$ cat src/rtl/core/mpc_pkg.sv
package mpc_pkg;

    // Default values of the top-level parameters.
    localparam int FRAC_BITS_DEF    = 16;
    localparam int CORDIC_STEPS_DEF = 20;

    // Fixed-point constants of the kinematics.
    localparam logic [30:0] DEG2RAD_Q32 = 31'd74961321;
    localparam logic [30:0] CORDIC_K_Q30 = 31'd652032874;
    localparam logic [30:0] RPM_PER_RADS_Q16 = 31'd625823;
    localparam logic [30:0] PI_DIVISOR = 31'd50;

    // Width of the divider: dividend magnitude bits and remainder bits.
    localparam int DIV_BITS = 50;
    localparam int DREM_W   = 37;

    // Register indexes of the configuration port.
    localparam logic [2:0] CFG_WHEEL_RADIUS   = 3'd0;
    localparam logic [2:0] CFG_OFFSET_SUM     = 3'd1;
    localparam logic [2:0] CFG_CONTROL_PERIOD = 3'd2;
    localparam logic [2:0] CFG_APPROACH_SPEED = 3'd3;
    localparam logic [2:0] CFG_CRUISE_SPEED   = 3'd4;
    localparam logic [2:0] CFG_ARRIVAL_ZONE   = 3'd5;
    localparam logic [2:0] CFG_MAX_WHEEL_RPM  = 3'd6;

    // Operation codes of the shared arithmetic unit.
    localparam logic [1:0] OP_MUL    = 2'd0;
    localparam logic [1:0] OP_DIV    = 2'd1;
    localparam logic [1:0] OP_CORDIC = 2'd2;

    typedef struct packed {
        logic [15:0] wheel_radius;
        logic [16:0] wheel_offset_sum;
        logic [15:0] control_period;
        logic [15:0] approach_speed;
        logic [15:0] cruise_speed;
        logic [15:0] arrival_zone;
        logic [9:0]  max_wheel_rpm;
    } t_cfg;

    typedef struct packed {
        logic        start;
        logic [1:0]  op;
        logic [63:0] a;
        logic [63:0] b;
    } t_alu_req;

    typedef struct packed {
        logic        done;
        logic [63:0] res;
    } t_alu_rsp;

    // Saturate a wide signed value to a range.
    function automatic logic signed [63:0] clamp64(logic signed [63:0] v,
                                                   logic signed [63:0] lo,
                                                   logic signed [63:0] hi);
        return (v < lo) ? lo : ((v > hi) ? hi : v);
    endfunction

    // Saturate a wide signed value to 32 bits.
    function automatic logic signed [31:0] sat32(logic signed [63:0] v);
        logic signed [63:0] c;
        c = clamp64(v, -64'sd2147483648, 64'sd2147483647);
        return c[31:0];
    endfunction

    function automatic logic signed [63:0] abs64(logic signed [63:0] v);
        return (v < 0) ? -v : v;
    endfunction

endpackage

$ cat src/rtl/core/mpc_alu.sv
module mpc_alu #(
    parameter int CORDIC_STEPS = mpc_pkg::CORDIC_STEPS_DEF
) (
    input  logic              i_clk,
    input  logic              i_rst_n,
    input  mpc_pkg::t_alu_req i_req,
    output mpc_pkg::t_alu_rsp o_rsp
);
    import mpc_pkg::*;

    localparam int MAXN  = (DIV_BITS > CORDIC_STEPS) ? DIV_BITS : CORDIC_STEPS;
    localparam int CNT_W = $clog2(MAXN + 1);

    logic                     r_busy, n_busy;
    logic [1:0]               r_op, n_op;
    logic [CNT_W-1:0]         r_cnt, n_cnt;
    logic                     r_done, n_done;
    logic [63:0]              r_res, n_res;
    logic signed [63:0]       r_x, n_x, r_y, n_y;
    logic [DIV_BITS-1:0]      r_dq, n_dq;
    logic [DREM_W-1:0]        r_rem, n_rem, r_div, n_div;
    logic                     r_neg, n_neg;

    logic signed [66:0]       prod;
    logic signed [63:0]       mag;
    logic [DREM_W-1:0]        trial;
    logic                     ge;
    logic [DIV_BITS-1:0]      dq_step;
    logic [63:0]              quot;
    logic signed [63:0]       xs, ys;

    // Signed-by-unsigned multiply, registered at the output.
    assign prod = $signed(i_req.a[34:0]) * $signed({1'b0, i_req.b[30:0]});
    assign mag  = abs64($signed(i_req.a));

    // One restoring division step per cycle.
    assign trial   = {r_rem[DREM_W-2:0], r_dq[DIV_BITS-1]};
    assign ge      = (trial >= r_div);
    assign dq_step = {r_dq[DIV_BITS-2:0], ge};
    assign quot    = {{(64-DIV_BITS){1'b0}}, dq_step};

    // One CORDIC vectoring step per cycle.
    assign xs = r_x >>> r_cnt;
    assign ys = r_y >>> r_cnt;

    always_comb begin
        n_busy = r_busy;
        n_op   = r_op;
        n_cnt  = r_cnt;
        n_done = 1'b0;
        n_res  = r_res;
        n_x    = r_x;
        n_y    = r_y;
        n_dq   = r_dq;
        n_rem  = r_rem;
        n_div  = r_div;
        n_neg  = r_neg;
        if (!r_busy) begin
            if (i_req.start) begin
                n_op  = i_req.op;
                n_cnt = '0;
                unique case (i_req.op)
                    OP_MUL: begin
                        n_res  = prod[63:0];
                        n_done = 1'b1;
                    end
                    OP_DIV: begin
                        n_busy = 1'b1;
                        n_dq   = mag[DIV_BITS-1:0];
                        n_rem  = '0;
                        n_div  = {1'b0, i_req.b[DREM_W-2:0]};
                        n_neg  = i_req.a[63];
                    end
                    OP_CORDIC: begin
                        n_busy = 1'b1;
                        n_x    = $signed(i_req.a);
                        n_y    = $signed(i_req.b);
                    end
                    default: begin
                        n_res  = '0;
                        n_done = 1'b1;
                    end
                endcase
            end
        end else begin
            n_cnt = r_cnt + 1'b1;
            if (r_op == OP_DIV) begin
                n_dq  = dq_step;
                n_rem = ge ? (trial - r_div) : trial;
                if (r_cnt == CNT_W'(DIV_BITS - 1)) begin
                    n_busy = 1'b0;
                    n_done = 1'b1;
                    n_res  = r_neg ? (64'd0 - quot) : quot;
                end
            end else begin
                if (r_y > 0) begin
                    n_x = r_x + ys;
                    n_y = r_y - xs;
                end else begin
                    n_x = r_x - ys;
                    n_y = r_y + xs;
                end
                if (r_cnt == CNT_W'(CORDIC_STEPS - 1)) begin
                    n_busy = 1'b0;
                    n_done = 1'b1;
                    n_res  = n_x;
                end
            end
        end
    end

    always_ff @(posedge i_clk) begin
        if (!i_rst_n) begin
            r_busy <= 1'b0;
            r_done <= 1'b0;
            r_op   <= OP_MUL;
            r_cnt  <= '0;
        end else begin
            r_busy <= n_busy;
            r_done <= n_done;
            r_op   <= n_op;
            r_cnt  <= n_cnt;
        end
    end

    always_ff @(posedge i_clk) begin
        r_res <= n_res;
        r_x   <= n_x;
        r_y   <= n_y;
        r_dq  <= n_dq;
        r_rem <= n_rem;
        r_div <= n_div;
        r_neg <= n_neg;
    end

    assign o_rsp.done = r_done;
    assign o_rsp.res  = r_res;

endmodule

$ cat config.mk
export PLATFORM = sky130hd
export DESIGN_NAME = mpc_alu
export DESIGN_NICKNAME = d
export VERILOG_FILES = /design/src/rtl/core/mpc_pkg.sv /design/src/rtl/core/mpc_alu.sv
export SDC_FILE = /design/constraint.sdc
export NUM_CORES = 2
export LEC_CHECK = 0
export ABC_AREA = 1
export BUFFER_PORTS_ARGS = -buffer_cell sky130_fd_sc_hd__buf_2
export CAP_MARGIN = 20
export CORE_MARGIN = 2
export CORE_UTILIZATION = 60
export CTS_BUF_LIST = sky130_fd_sc_hd__clkbuf_4
export DETAILED_ROUTE_END_ITERATION = 12
export GPL_ROUTABILITY_DRIVEN = 0
export PLACE_DENSITY_LB_ADDON = 0.12
export SETUP_SLACK_MARGIN = 0.5
export SLEW_MARGIN = 20
export SYNTH_ARGS = -nofsm -noshare
export SYNTH_HDL_FRONTEND = slang
export SYNTH_SLANG_ARGS = --single-unit
export TNS_END_PERCENT = 100
$ cat constraint.sdc
create_clock -name i_clk -period 19.8 [get_ports i_clk]
set_input_delay 0.99 -clock i_clk [delete_from_list [all_inputs] [get_ports i_clk]]
set_output_delay 0.99 -clock i_clk [all_outputs]
set_load 0.05 [all_outputs]
### After elaboration in Yosys (flattened, before gate mapping)

Cells that the tools add are included.
W data, S select, Z words.

* add/subtract/negate cells: 8
* multiply operators: 1
* div/mod/pow operators: 0
* $lt $le $gt $ge: 3
* equality and inequality tests: 10
* shifts and indexed selects: 2
* mux-type cells: 41
* bitwise operators: 1
* reduce and logical (&&, ||, !) cells: 10

Operators with widths (number)
* $mux W64: 16
* $mux W50: 5
* $mux W36: 5
* $add A64 B64 Y64: 2
* $pmux W64 S2: 1
* $sshr A64 B6 Y64: 2
* $sub A64 B64 Y64: 2
* $gt A64 B1 Y1 const B: 1
* $lt A64 B1 Y1 const B: 1
* $mul A35 B32 Y64: 1
* $sub A1 B50 Y51 const A: 1
* $neg A50 Y50: 1
* $ge A37 B36 Y1: 1
* $sub A36 B36 Y36: 1
* $mux W1: 12
* $mux W6: 2
* $reduce_and A3 Y1: 3
* $add A6 B1 Y6 const B: 1
* $eq A6 B5 Y1 const B: 1
* $eq A6 B6 Y1 const B: 1
* $reduce_bool A2 Y1: 3
* $eq A2 B1 Y1 const B: 2
* $ne A2 B1 Y1 const B: 2
* $reduce_and A4 Y1: 1
* other kinds (8): 8

* register bits after elaboration: 325
* bits in latches: 0
* bits in writable memories: 0
* bits in read-only memories: 0
* input port bits: 133
* word-level logic and storage cells: 87
* memories: 0

### Logic depth before layout (Yosys ltp)

* depth in word-level cells: 6
* mapped depth: 43
* mapped depth without buffers: 40

### Least setup slack after synthesis

OpenSTA, ideal clock, no wires.

* kind: input -> register
* start point: in i_req[98] (netlist bit)
* end point: reg r_res[62] (data pin)
* setup time: 0.268 ns
* arrival time: 8.363 ns
* path slack: 11.169 ns
* stages on the path: 28
* path buffers: 3
* cell sequence: clkbuf_1 -> clkbuf_1 -> clkbuf_1 -> nand2_1 -> fa_1 -> inv_1 -> fa_1 -> inv_1 -> fa_1 -> inv_1 -> fa_1 -> inv_1 -> fa_1 -> inv_1 -> fa_1 -> inv_1 -> fa_1 -> inv_1 -> fa_1 -> ha_1 -> a21oi_1 -> o21bai_1 -> a221oi_1 -> o221ai_1 -> a41o_1 -> or2_2 -> nand2_1 -> nand3_1

* cells in the longest elaborated chain, start to end: 4

Ends and longest elaborated chain
* start, declared: line mpc_alu.sv:6 `input mpc_pkg::t_alu_req i_req,`
* $mul A35 B32 Y64: line mpc_alu.sv:33 `assign prod = $signed(i_req.a[34:0]) * $signed({1'b0, i_req.b[30:0]});`
* $pmux W64 S2: line mpc_alu.sv:62 `unique case (i_req.op)`
* $mux W64: line mpc_alu.sv:59 `if (i_req.start) begin`
* $mux W64: line mpc_alu.sv:58 `if (!r_busy) begin`
* via n_res[62]: line mpc_alu.sv:18 `logic [63:0] r_res, n_res;`
* end signal, assigned: line mpc_alu.sv:127 `r_res <= n_res;`
* end, declared: line mpc_alu.sv:18

The timed path passes the listed nets, and every way through them passes these cells. The select of a mux whose other input is x is not followed.
A chain may end at the register's enable or synchronous reset.

### Worst setup path in the final report

* start point: in i_req[3] (netlist bit)
* end point: reg r_res[57] (data pin)

The elaborated chain is that of the path after synthesis.

==> results by group <==
Run status
  • Result of the run: finished, final reports clean

Route
  • Antenna-violating nets left: 0
  • DRC violation count after routing: 0
  • Via count: ~77000
  • DRT Pass-1 Iters: 9
  • Final wirelength: 275500 µm
  • Avg WL per Cell: ~21 µm
  • Routed vias/inst: just under 6
  • Number of DRC violations after detailed-routing iteration 0: just over 10000

Clock tree
  • Root buffer cell: clkbuf_4
  • CTS tree: yes
  • Deepest level of the CTS H-tree: 3
  • Post-CTS repair timing setup buffer count: 0
  • Clk Latency, worst-skew pair: approximately 1.0 ns
  • Worst-case clock buffer depth: 3
  • Number of buffers inserted during clock tree synthesis: 89
  • Post-CTS Resized: 0
  • Clock edge transition at the registers on the reported setup and hold paths: about 0.070 ns
  • CTS hold repair buffers: 0
  • Num Clock Sinks: about 330

Layout
  • Post-layout util: between 60% and 70%
  • Layout overhead on the synthesized area: 3.658%
  • Net count, final: approximately 13000
  • Share of final-layout standard cells stronger than drive strength 1: under 10%

Floorplanning
  • Chip height: 365.5 µm
  • Core Footprint: approximately 130000 µm²
  • Top-level I/O count: slightly below 200
  • Total die area: 133600 µm²
  • Initial standard-cell utilization of the core: roughly three fifths
  • Die extent in x: ~370 µm
  • Number of placement rows: between 100 and 150

Synthesis
  • Number of distinct library cells after synthesis: 66
  • Ranking of synthesized cells by instance count: 3011 x nand2_1, 2383 x inv_1, 1110 x fa_1, 1065 x nand3_1, 588 x nor2_1
  • Net count of the mapped netlist: between 10000 and 15000
  • Dominant cell by count in the synthesized netlist: nand2_1
  • Post-synth top flop: edfxtp_1
  • Post-synthesis cell count: 11271
  • Share of the synthesized area in the top cell type: between 20 and 30%
  • Number of warning messages in the yosys log: 0
  • Post-synthesis async set-or-reset flop share: 0%
  • Avg Inst Size Synth: a little under 7 µm²
  • Number of flops mapped to enable cells by yosys: between 300 and 400
  • Biggest area consumer among synthesized cells: fa_1
  • Post-synthesis sequential area ratio: approximately 12%
  • Total standard cell area after synthesis: slightly below 80000 µm²
  • Largest cells by area after synthesis: fa_1 28%, nand2_1 14%, edfxtp_1 12%, inv_1 11%, nand3_1 6.8%
  • Seq cells post-synth: 325

Setup path
  • Data arrival time at the worst-slack endpoint: slightly above 9 ns
  • Data required time of the critical path: 20.55 ns
  • Setup CP Type: input pin to flop
  • Crit path largest cell delay: around 0.63 ns
  • Cell occurring most often along the worst timing path: fa_1
  • Maximum fanout along the worst path: 37
  • Critical Path Sink Type: flop
  • Critical-path top delay cell: buf_2
  • Startpoint type of the worst setup path: input pin

Timing
  • Final min period: approximately 8.5 ns
  • Slew Viols, Final: 0
  • Worst-margin pin slew: ~1.2 ns
  • Final Setup Violations: 0
  • Post-route clock skew: roughly 0.13 ns
  • Final-layout setup total negative slack: 0 ns
  • Upper clock frequency limit: 0.1183 GHz
  • Final hold viol count: 0
  • Setup repair after global routing missed its margin: false
  • Worst slew margin relative to its limit: 22.64%
  • Period utilization: approximately 43%

GRT
  • All-layer global routing usage: 41.42%
  • Largest net degree at the start of global routing: ~120
  • Initial antenna violation count: 17
  • Global-route wire length before repair: roughly 420000 µm
  • Vias in the first global route: 75408
  • Congestion Overflow GR: 0

Flow run
  • Max-capacitance violation count: 0

Placed design
  • Hpwl dp: between 200000 and 250000 µm
  • Number of buffers inserted by port buffering: 197

Worst hold path
  • Worst hold path type: input pin to flop
## routing by layer
layer  global-route usage, %  up-vias  part of all wire [%]
li1                        -    34545                     -
met1                   51.65    36000                    36
met2                   64.25     4928                    44
met3                   9.488     1136                    12
met4                   28.11       12                   8.0
met5                       0        -                 0.028
## per-stage QoR
| step | cell area (µm²) | std cells | hold slack [ns] | setup WS [ns] |
|---|---|---|---|---|
| final | 81260 | 12945 | 0.2440 | 11.35 |
| after detailed placement | 80110 | 12782 | 0.4627 | 10.48 |
| after global placement | 80110 | 12782 | 0.4381 | 10.50 |
| after floorplan | 78400 | 11271 | 0.4297 | 11.17 |
| after CTS | 81220 | 12938 | 0.1408 | 11.58 |
| after global routing | 81260 | 12942 | 0.2346 | 10.94 |
## logic make-up after synthesis
family | after synthesis | share of synthesized area (%)
and+or+nand+nor | 5021 | 26.93
AOI/OAI and AO/OA | 1248 | 9.128
buffers and inverters | 2927 | 14.41
DFF | 325 | 12.32
adders and majority gates | 1468 | 34.06
muxes | 3 | 0.03831
xor gates and xnor gates | 279 | 3.117
## worst max-delay path, delay by kind of cell
family	cells	cell delay, ns
AND/OR/NAND/NOR	8	0.98
AO/OA/AOI/OAI	6	1.31
adder cells (fa/ha/maj)	9	4.51
buffers and inverters	5	1.34
## state kept, by name, summed over array words and instances, names as in the netlist, 2 cells and up
name   count
r_x       64
r_y       64
r_dq      50
r_cnt      6
r_op       2
r_div     36
r_res     64
r_rem     36
## placed cells by master (no fill, tap or decap), types with 42 or more instances in the layout
master	count
nand2_1	3009
ha_1	358
nor4_1	50
nand3_1	1064
xnor2_1	111
inv_1	2381
a21oi_1	445
o211ai_1	42
nand4_1	62
o21ai_0	363
or2_2	44
edfxtp_1	315
nor3_1	80
buf_2	197
buf_4	102
a31oi_1	93
fa_1	1110
clkbuf_4	122
xor2_1	168
nor2_1	585
o21ai_1	74
## layout make-up
class | instances | area, µm²
inverters | 2397 | 9015
well taps | 1742 | 2180
fillers | 12065 | 48390
clock inverters | 34 | 191.4
clock buffers | 122 | 915.9
diodes | 6 | 15.01
multi-input cells | 8019 | 57490
flip-flops and latches | 325 | 9681
repair buffers | 300 | 1779
## final timing paths
path                         start               endpoint  slack, ns  cells past startpoint
max                       i_req[3]    r_res[57]$_DFFE_PP_      11.35                     28
min                        i_rst_n  r_cnt[3]$_SDFFE_PN0N_       0.24                      3
max reg2reg  r_cnt[2]$_SDFFE_PN0N_    r_res[41]$_DFFE_PP_      11.60                     27
min reg2reg   r_op[0]$_SDFFE_PN0P_   r_op[0]$_SDFFE_PN0P_       0.47                      2
Power is left out: the tool's default activity adds up to more than one toggle a clock period on the data nets, which glitch-free logic cannot reach.
