===== config.mk =====
export PLATFORM = sky130hd
export DESIGN_NAME = mpc_cfg
export DESIGN_NICKNAME = d
export VERILOG_FILES = /design/src/rtl/core/mpc_pkg.sv /design/src/rtl/core/mpc_cfg.sv
export SDC_FILE = /design/constraint.sdc
export NUM_CORES = 1
export LEC_CHECK = 0
export BUFFER_PORTS_ARGS = -buffer_cell sky130_fd_sc_hd__buf_2
export CORE_MARGIN = 1.5
export CORE_UTILIZATION = 54
export CTS_CLUSTER_SIZE = 24
export DETAILED_ROUTE_END_ITERATION = 8
export PLACE_DENSITY = 0.88
export SYNTH_ARGS = -nofsm -noshare
export SYNTH_HDL_FRONTEND = slang
export SYNTH_SLANG_ARGS = --single-unit

===== constraint.sdc =====
create_clock -name i_clk -period 2.29 [get_ports i_clk]
set_clock_uncertainty 0.15 [all_clocks]
set_input_delay 0 -clock i_clk [delete_from_list [all_inputs] [get_ports i_clk]]
set_output_delay 0 -clock i_clk [all_outputs]
set_load 0.005 [all_outputs]

===== src/rtl/core/mpc_pkg.sv =====
package mpc_pkg;

    // Default values of the top-level parameters.
    localparam int FRAC_BITS_DEF    = 16;
    localparam int CORDIC_STEPS_DEF = 20;

    // Fixed-point constants of the kinematics.
    localparam logic [30:0] DEG2RAD_Q32 = 31'd74961321;
    localparam logic [30:0] CORDIC_K_Q30 = 31'd652032874;
    localparam logic [30:0] RPM_PER_RADS_Q16 = 31'd625823;
    localparam logic [30:0] PI_DIVISOR = 31'd50;

    // Width of the divider: dividend magnitude bits and remainder bits.
    localparam int DIV_BITS = 50;
    localparam int DREM_W   = 37;

    // Register indexes of the configuration port.
    localparam logic [2:0] CFG_WHEEL_RADIUS   = 3'd0;
    localparam logic [2:0] CFG_OFFSET_SUM     = 3'd1;
    localparam logic [2:0] CFG_CONTROL_PERIOD = 3'd2;
    localparam logic [2:0] CFG_APPROACH_SPEED = 3'd3;
    localparam logic [2:0] CFG_CRUISE_SPEED   = 3'd4;
    localparam logic [2:0] CFG_ARRIVAL_ZONE   = 3'd5;
    localparam logic [2:0] CFG_MAX_WHEEL_RPM  = 3'd6;

    // Operation codes of the shared arithmetic unit.
    localparam logic [1:0] OP_MUL    = 2'd0;
    localparam logic [1:0] OP_DIV    = 2'd1;
    localparam logic [1:0] OP_CORDIC = 2'd2;

    typedef struct packed {
        logic [15:0] wheel_radius;
        logic [16:0] wheel_offset_sum;
        logic [15:0] control_period;
        logic [15:0] approach_speed;
        logic [15:0] cruise_speed;
        logic [15:0] arrival_zone;
        logic [9:0]  max_wheel_rpm;
    } t_cfg;

    typedef struct packed {
        logic        start;
        logic [1:0]  op;
        logic [63:0] a;
        logic [63:0] b;
    } t_alu_req;

    typedef struct packed {
        logic        done;
        logic [63:0] res;
    } t_alu_rsp;

    // Saturate a wide signed value to a range.
    function automatic logic signed [63:0] clamp64(logic signed [63:0] v,
                                                   logic signed [63:0] lo,
                                                   logic signed [63:0] hi);
        return (v < lo) ? lo : ((v > hi) ? hi : v);
    endfunction

    // Saturate a wide signed value to 32 bits.
    function automatic logic signed [31:0] sat32(logic signed [63:0] v);
        logic signed [63:0] c;
        c = clamp64(v, -64'sd2147483648, 64'sd2147483647);
        return c[31:0];
    endfunction

    function automatic logic signed [63:0] abs64(logic signed [63:0] v);
        return (v < 0) ? -v : v;
    endfunction

endpackage


===== src/rtl/core/mpc_cfg.sv =====
module mpc_cfg (
    input  logic               i_clk,
    input  logic               i_rst_n,
    input  logic               i_we,
    input  logic [2:0]         i_index,
    input  logic [16:0]        i_data,
    output mpc_pkg::t_cfg      o_cfg
);
    import mpc_pkg::*;

    t_cfg r_cfg;

    // Register bank; writes to an unknown index are dropped.
    always_ff @(posedge i_clk) begin
        if (!i_rst_n) begin
            r_cfg.wheel_radius     <= 16'd1966;
            r_cfg.wheel_offset_sum <= 17'd15598;
            r_cfg.control_period   <= 16'd6554;
            r_cfg.approach_speed   <= 16'd2294;
            r_cfg.cruise_speed     <= 16'd5177;
            r_cfg.arrival_zone     <= 16'd655;
            r_cfg.max_wheel_rpm    <= 10'd100;
        end else if (i_we) begin
            unique case (i_index)
                CFG_WHEEL_RADIUS:   r_cfg.wheel_radius     <= i_data[15:0];
                CFG_OFFSET_SUM:     r_cfg.wheel_offset_sum <= i_data;
                CFG_CONTROL_PERIOD: r_cfg.control_period   <= i_data[15:0];
                CFG_APPROACH_SPEED: r_cfg.approach_speed   <= i_data[15:0];
                CFG_CRUISE_SPEED:   r_cfg.cruise_speed     <= i_data[15:0];
                CFG_ARRIVAL_ZONE:   r_cfg.arrival_zone     <= i_data[15:0];
                CFG_MAX_WHEEL_RPM:  r_cfg.max_wheel_rpm    <= i_data[9:0];
                default: ;
            endcase
        end
    end

    assign o_cfg = r_cfg;

endmodule


# Word-level counts from Yosys, hierarchy flattened
# Cells that the tools add are included.
dict set report word_totals {
  reg_bits 107
  in_bits 23
  output_inout_bits 107
  word_cells 21
}
dict set report op_classes {
  eq_ne 6
  n_reduce_logical 8
}
# operator count
set op_table {}
lappend op_table {{$reduce_and 2->1} 7}
lappend op_table {{$eq 3x3->1 const B} 3}
lappend op_table {{$eq 3x2->1 const B} 2}
lappend op_table {{$eq 3x1->1 const B} 1}
lappend op_table {{$logic_not 3->1} 1}

# Logic depth before layout (Yosys ltp)
# Gate-level depths: netlist (run 1).
dict set report depth {
  depth_word 2
  ltp_mapped 4
  ltp_nobuf 2
}

# Worst setup path after synthesis (run 1)
# OpenSTA, ideal clock, no wires.
dict set report synth_timing {
  kind {in2reg}
  from {input port i_index[0]}
  to {register r_cfg (netlist bit o_cfg[98])}
  setup_time_ns 0.130
  arrival_ns 0.927
  t_required_ns 2.010
  setup_slack_ns 1.083
  cell_stages 4
  path_buffers 2
  cell_sequence {or4b_1 -> buf_6 -> buf_12 -> mux2i_1}
}
dict set report synth_between {
  elab_chain_cells 2
}
# item line
set synth_rtl {}
lappend synth_rtl {{start: declaration} mpc_cfg.sv:5} ;# input logic [2:0] i_index,
lappend synth_rtl {{$logic_not 3->1} mpc_cfg.sv:24} ;# unique case (i_index)
lappend synth_rtl {{$reduce_and 2->1 (no line)} -}
lappend synth_rtl {{end: declaration} mpc_cfg.sv:11} ;# t_cfg r_cfg;
# No other way between the ends.
# A chain may end at the register's enable or synchronous reset.

# Worst setup path after layout (run 1)
dict set report layout_timing {
  from {input port i_index[2]}
  to {register r_cfg (netlist bit o_cfg[89])}
}
dict set report layout_between {
  elab_chain_cells 2
}
# item line
set layout_rtl {}
lappend layout_rtl {{$eq 3x1->1} mpc_cfg.sv:24}
lappend layout_rtl {{$reduce_and 2->1 (no line)} -}
# No other way between the ends.

==> results of run 1 <==
==> cells in the mapped netlist, drive strengths merged <==
cell type  number  area, um^2
clkbuf         14        52.6
nand2          77         289
dfxtp         107        2140
nor2b          61         382
nand4bb         2        22.5
buf            14        92.6
nand4b          3        26.3
mux2i         107        1070
and4bb          2        25.0
or4b            1        10.0
==> worst max-delay path: cells and delay by family <==
family	cells	cell delay (ns)
muxes	1	0.24
and+or+nand+nor	1	0.70
buffers and inverters	2	0.45
==> cell type report <==
class,count,area share (%)
sequential,107,41.3
multi-input combinational,253,35.2
timing repair buffer,157,17.6
clock buffer,10,2.46
tap,99,2.39
clock inverter,6,1.06
==> per-stage QoR <==
stage	cell area [um^2]	worst slack, ns
after floorplan	4110	1.08
after global placement	4830	0.770
after detailed placement	4830	0.704
after CTS	5190	1.05
after global routing	5190	1.01
final	5190	1.04
==> layer usage <==
metal	GRT usage, %	vias to the layer above
met5	0	-
met4	14.7	0
met3	3.96	35
met2	45.1	125
met1	31.3	1610
li1	-	1553
==> cells by family (layout without fill, tap and decap cells) <==
| kind of cell | after synthesis | in the layout | share of synthesized area, % |
|---|---|---|---|
| flops | 107 | 107 | 52.1 |
| simple gates | 146 | 146 | 18.3 |
| mux | 107 | 107 | 26.0 |
| buf+inv | 28 | 173 | 3.53 |
==> worst paths after layout <==
check / end / slack, ns
max: o_cfg[89]$_SDFFE_PN0P_ / 1.04
min: o_cfg[54]$_SDFFE_PN0P_ / 0.03
max reg2reg: o_cfg[87]$_SDFFE_PN1P_ / 1.43
min reg2reg: o_cfg[64]$_SDFFE_PN0P_ / 0.31
==> what timing repair did <==
action	CTS	global route
hold endpoints to repair	107	0
resized for setup	0	0
hold buffers	17	0
==> power by group through the flow <==
stage               combinational (uW)  clock (uW)  sequential (uW)
global placement                   249           0             1970
global route                       304        1180             1930
finish                             284        1100             1920
CTS                                280        1110             1920
floorplan                          143           0             1970
detailed placement                 256           0             1970
==> results.md, run 1 <==
- Outcome: finished, final reports clean
- # DRC: 0
- CP arrival: around 1.4 ns
- Mapped Nets: between 400 and 500
- Wire per inst: ~17 um
- Row count: 31
- Final Util: about 71%
- Inst Count DP: 599
- DR WL met3: 531 um
- Met1 WL: between 4000 and 5000 um
- Total track usage: 26.2%
- Final period utilization: between 50% and 60%
- Final Hold Fails: 0
- Final Max Tran Viols: 0
- Synthesized instance count: 388
- HP Class: primary input to flip-flop
- Tmin final: ~1.2 ns
- Pin count of the biggest net entering global routing: 70
- HP Start: i_rst_n
- HPWL Detailed: between 7000 and 8000 um
- Via Count: 3323
- Synth Warn #: 0
- Multi-input logic area: between 0.0015 and 0.002 mm^2
- Slowest library cell on the worst path: and4bb_1
- P_sw: 854 uW
- Depth of the most critical reg-to-reg path: 2
- R2r startpoint: o_cfg[87]$_SDFFE_PN1P_
- Sequential area share after synthesis: roughly 52%
- Die Area: 0.00815 mm^2
- Boundary pin count: 130
- Vias per cell: approximately 5.3
- Unrepaired setup endpoints after global routing: no
- Max_slew headroom: 57.3%
- Yosys reg bits: 107
- CTS Buf Count: 9
- Share of cells above drive strength 1: roughly 29%
- DR top layer: met4
- Drt pass-1 iters: 4
- Clk root buf: clkbuf_8
- Crit start category: primary input
- Routability cong.: around 0.84
- Most frequent cells in the layout: buf_2 (128), mux2i_1 (107), dfxtp_1 (107)
- Clock latency on the worst-skew pair: ~0.37 ns
- Commonest non-fill, non-tap cell in the layout: buf_2
- Final setup violation count: 0
- Net Sw Frac: between 20% and 30%
- Fill cell count: 563
- Reg area: around 0.0021 mm^2
- Int Pwr: 2450 uW
- CP max FO: 10
- Fin nets: approximately 550
- First-pass GRT wire length: 16800 um
- Worst-margin pin slew: about 0.64 ns
- Max stage delay on crit path: roughly 0.70 ns
- Initial DRC Count: between 150 and 200
- CTS tree: done
- Port buffer count: 129
- Mapped Avg Cell Area: approximately 11 um^2
- Maximum vdd drop: 0.393 mV
- CP Data Required Time: around 2.4 ns
- Netlist cell types: 14
- CP endpoint kind: flip-flop
- Clock power frac: roughly a third
- Number of flip-flops in the largest register: around 110
- Part of the power in combinational logic: under 10%
- Hold path depth: 3
- Tot Pwr: 3310 uW
- Antenna viol nets, final: 0
- Critical Path, Cell by Cell: buf_2 -> and4bb_1 -> buf_4 -> mux2i_1
- Start point of the critical path: i_index[2]
- Met2 WL: ~5300 um
- Final wirelength: between 10000 and 15000 um
- Cell Area, Synth: about 0.0041 mm^2
- CTS H-tree lvls: 3
- Crit Path Category: primary input to flip-flop
- Power Density: 638 mW/mm^2
- Area Growth Syn to Fin: 26.1%
- Max cap viols: 0
- Static Leak: roughly 0.0026 uW
- Die Height: 90.3 um
- Clock transition at path regs: about 0.11 ns
- Starting density of the core: 56.4%
- N_diodes: 0
- Non-filler cells, final: 632
- Hold Slack: approximately 0.033 ns
- Clock sinks: 107
- Die Width: 90.3 um
- Setup TNS Final: 0 ns
- Core area: about 0.0073 mm^2
- Global route overflow: 0
- F_max: 0.802 GHz
- Seq pwr share: roughly 58%
- Clock tree buffer depth: 2
- Setup Fix Bufs, Post-CTS: 0
- Vias in the first global route: 3300
- Initial antenna violation count: 0
Note: power is estimated with default switching activity, not from simulation.
==> inputs of run 2 (changes only) <==
Settings changed: ABC_AREA from default to 1, CORE_UTILIZATION 54 to 45, PLACE_DENSITY 0.88 to 0.79.
Clock period 2.29 ns to 1.02 ns, I/O delays scaled along.
==> run 2 against run 1 <==
  * Combinational power grew to 3.7 times the previous value
  * Hold slack lost 0.015 ns
  * Design area grew 8.5%
  * Total power grew 140%
  * Via count grew 28%
  * Synthesized area shrank 1.1%
  * Critical path depth shrank 3
  * Synthesized cell count grew 45%
  * Sequential power grew 130%
  * Utilization shrank 6.6 points
  * Wire length grew 16%
==> results.md, run 2 <==
- Yosys reg bits: 107 (unchanged)
- Cell area after placement: 0.00508 mm^2 (+5.2%)
- Die Area: 0.00962 mm^2 (+18%)
- Synthesized instance count: 563 (+45%)
- Routability cong.: 0.990 (+18%)
- Clock transition at path regs: 0.11 ns (about the same)
- Starting density of the core: 46.7% (-9.7 points)
- CP delay by family, top: flip-flops
- Tot Pwr: 7990 uW (+140%)
- Core area: 0.00872 mm^2 (+20%)
- CTS H-tree lvls: 3 (unchanged)
- Port buffer count: 129 (unchanged)
- Drt pass-1 iters: 5 (+1)
- Pin count of the biggest net entering global routing: 31 (-56%)
- Mapped Nets: 586 (+43%)
- Die Height: 98.1 um (+8.7%)
- Maximum vdd drop: 0.732 mV (+86%)
- # DRC: 0 (unchanged)
- Max_slew headroom: 80.9% (+24 points)
- Initial antenna violation count: 0 (unchanged)
- Final setup violation count: 0 (unchanged)
- Antenna viol nets, final: 0 (unchanged)
- Boundary pin count: 130 (unchanged)
- Row count: 34 (+9.7%)
- Clk root buf: clkbuf_8
- Post-synth EDFFs: 0 (unchanged)
- Initial DRC Count: 216 (+39%)
- Primary FF master, synth: dfxtp_1
- Vias in the first global route: 4094 (+24%)
- Final period utilization: 97.9%
- N_diodes: 0 (unchanged)
- HPWL Detailed: 9010 um (+27%)
- Slowest library cell on the worst path: dfxtp_1
- Total track usage: 25.8% (-0.44 points)
- DR WL met3: 1100 um (+110%)
- Synth Warn #: 0 (unchanged)
- Top post-synthesis cells by area: dfxtp_1 (53%), nand2_1 (15%), nand3_1 (13%), nor2_1 (11%), inv_1 (2.0%)
- Clock tree buffer depth: 2 (unchanged)
- Worst-margin pin slew: 0.287 ns (-0.353 ns)
- DR top layer: met4
- Leading area contributor after synthesis: dfxtp_1
- Fraction of registers with async set or reset after synthesis: 0% (unchanged)
- Crit Path Category: flip-flop to primary output
- Fin nets: 750 (+36%)
- Final instance area: 0.00563 mm^2 (+8.5%)
- Met1 WL: 5210 um (+19%)
- CTS Buf Count: 9 (unchanged)
- CP arrival: 0.85 ns (-0.53 ns)
- Mapped Avg Cell Area: 7.23 um^2 (-32%)
- Top cells by count, synth: nand2_1 (165), nor2_1 (121), dfxtp_1 (107), nand3_1 (107), inv_1 (22)
- Most common cell in the synthesized netlist: nand2_1
- Max cap viols: 0 (unchanged)
- Area Growth Syn to Fin: 38.3%
- Fill cell count: 797 (+42%)
- CP endpoint kind: primary output
- CTS tree: done
- Commonest non-fill, non-tap cell in the layout: nand2_1
- Max stage delay on crit path: 0.36 ns (-0.34 ns)
- Share of the synthesized area in the top cell type: 52.6% (+0.56 points)
- CP bufs+invs: 1 (-1)
- HP Class: primary input to flip-flop
- Crit start category: flip-flop
- Power Density: 1420 mW/mm^2 (+120%)
- Wire per inst: 14.7 um (-12%)
- F_max: between 1 and 1.5 GHz
- Outcome: finished, final reports clean
- Final Max Tran Viols: 0 (unchanged)
- Final wirelength: 12400 um (+16%)
- Global route overflow: 0 (unchanged)
- Final Hold Fails: 0 (unchanged)
- First-pass GRT wire length: 19800 um (+18%)
- Unrepaired setup endpoints after global routing: yes
- Tmin final: approximately 1 ns
- Cell Area, Synth: 0.00407 mm^2 (-1.1%)
- Share of cells above drive strength 1: 37.3% (+8.2 points)
- Met2 WL: 5870 um (+12%)
- Netlist cell types: 13 (-1)
- Vias per cell: 5.08 (-3.5%)
- Critical Path, Cell by Cell: buf_2
- Sequential area share after synthesis: 52.6% (+0.56 points)
- CP Data Required Time: 0.87 ns (-1.55 ns)
- Number of flip-flops in the largest register: 107 (unchanged)
- Clock latency on the worst-skew pair: 0.36 ns (about the same)
- Static Leak: 0.00272 uW (+3.1%)
- Die Width: 98.1 um (+8.7%)
- Most frequent cells in the layout: nand2_1 (165), nor2_1 (121), buf_2 (121)
- Clock sinks: 107 (unchanged)
- Via Count: 4263 (+28%)
- CP max FO: 2 (-8)
- Inst Count DP: 805 (+34%)
- Non-filler cells, final: 840 (+33%)
==> run 2: cell types whose count changed in the layout (fill, tap and decap cells not counted), moves of 9 or more <==
cell,previous run,this run
buf_12,1,10
nor2_1,0,121
nand3_1,0,107
dfxtp_1,107,31
mux2i_1,107,0
inv_1,0,16
buf_4,11,24
dfxtp_2,0,76
nor2b_1,61,0
nand2_1,77,165
==> run 2: where the power goes <==
group	internal [uW]	total, uW	switching, uW
combinational	454	1040	590
sequential	4340	4420	81.7
clock	1000	2520	1520
==> run 2: area by class of cell <==
type | instances | area [um^2] | area share [%]
repair buffers | 181 | 1260 | 22.4
flip-flops and latches | 107 | 2240 | 39.7
well taps | 108 | 135 | 2.40
inverters | 23 | 105 | 1.87
multi-input cells | 405 | 1700 | 30.2
clock buffers | 10 | 138 | 2.44
clock inverters | 6 | 55.1 | 0.978
==> run 2: final timing paths <==
path	startpoint	endpoint	slack [ns]	cells past startpoint
setup / recovery	o_cfg[47]$_SDFFE_PN1P_	o_cfg[47]	0.02	1
hold / removal	i_index[2]	o_cfg[91]$_SDFFE_PN0P_	0.02	6
setup reg to reg	o_cfg[61]$_SDFFE_PN1P_	o_cfg[61]$_SDFFE_PN1P_	0.15	3
hold reg to reg	o_cfg[46]$_SDFFE_PN1P_	o_cfg[46]$_SDFFE_PN1P_	0.32	2
==> run 2: stage by stage <==
stage	setup slack, ns	utilization (%)	hold WS [ns]	setup TNS (ns)
6_report	0.0210	64.5	0.0180	0
2_1_floorplan	0.0544	-	-0.0368	0
3_3_place_gp	-0.0732	58.3	0.0865	-3.56
4_1_cts	0.000139	62.7	0.0152	0
3_5_place_dp	-0.128	58.3	0.0899	-7.21
5_1_grt	-0.00985	64.5	0.0381	-0.0160
==> run 2: kinds of logic (layout without fill, tap and decap cells) <==
kind of cell / after synthesis / in the layout / share of synthesized area (%)
flip-flops: 107 / 107 / 52.6
AND/OR/NAND/NOR: 405 / 405 / 41.8
buffers and inverters: 51 / 220 / 5.60
==> run 2: metal layers <==
layer	global-route usage (%)	up-vias
li1	-	2089
met1	33.7	1985
met2	41.9	170
met3	7.44	19
met4	6.81	0
met5	0	-
==> run 2: what timing repair did <==
| item | CTS | global route |
|---|---|---|
| gates resized for setup | 8 | 83 |
| setup buffers | 0 | 1 |
| endpoints found under the hold margin | 105 | 0 |
| endpoints found under the setup margin | 8 | 106 |
| cloned | 0 | 0 |
| hold buffers | 18 | 0 |
| pin swaps | 0 | 0 |
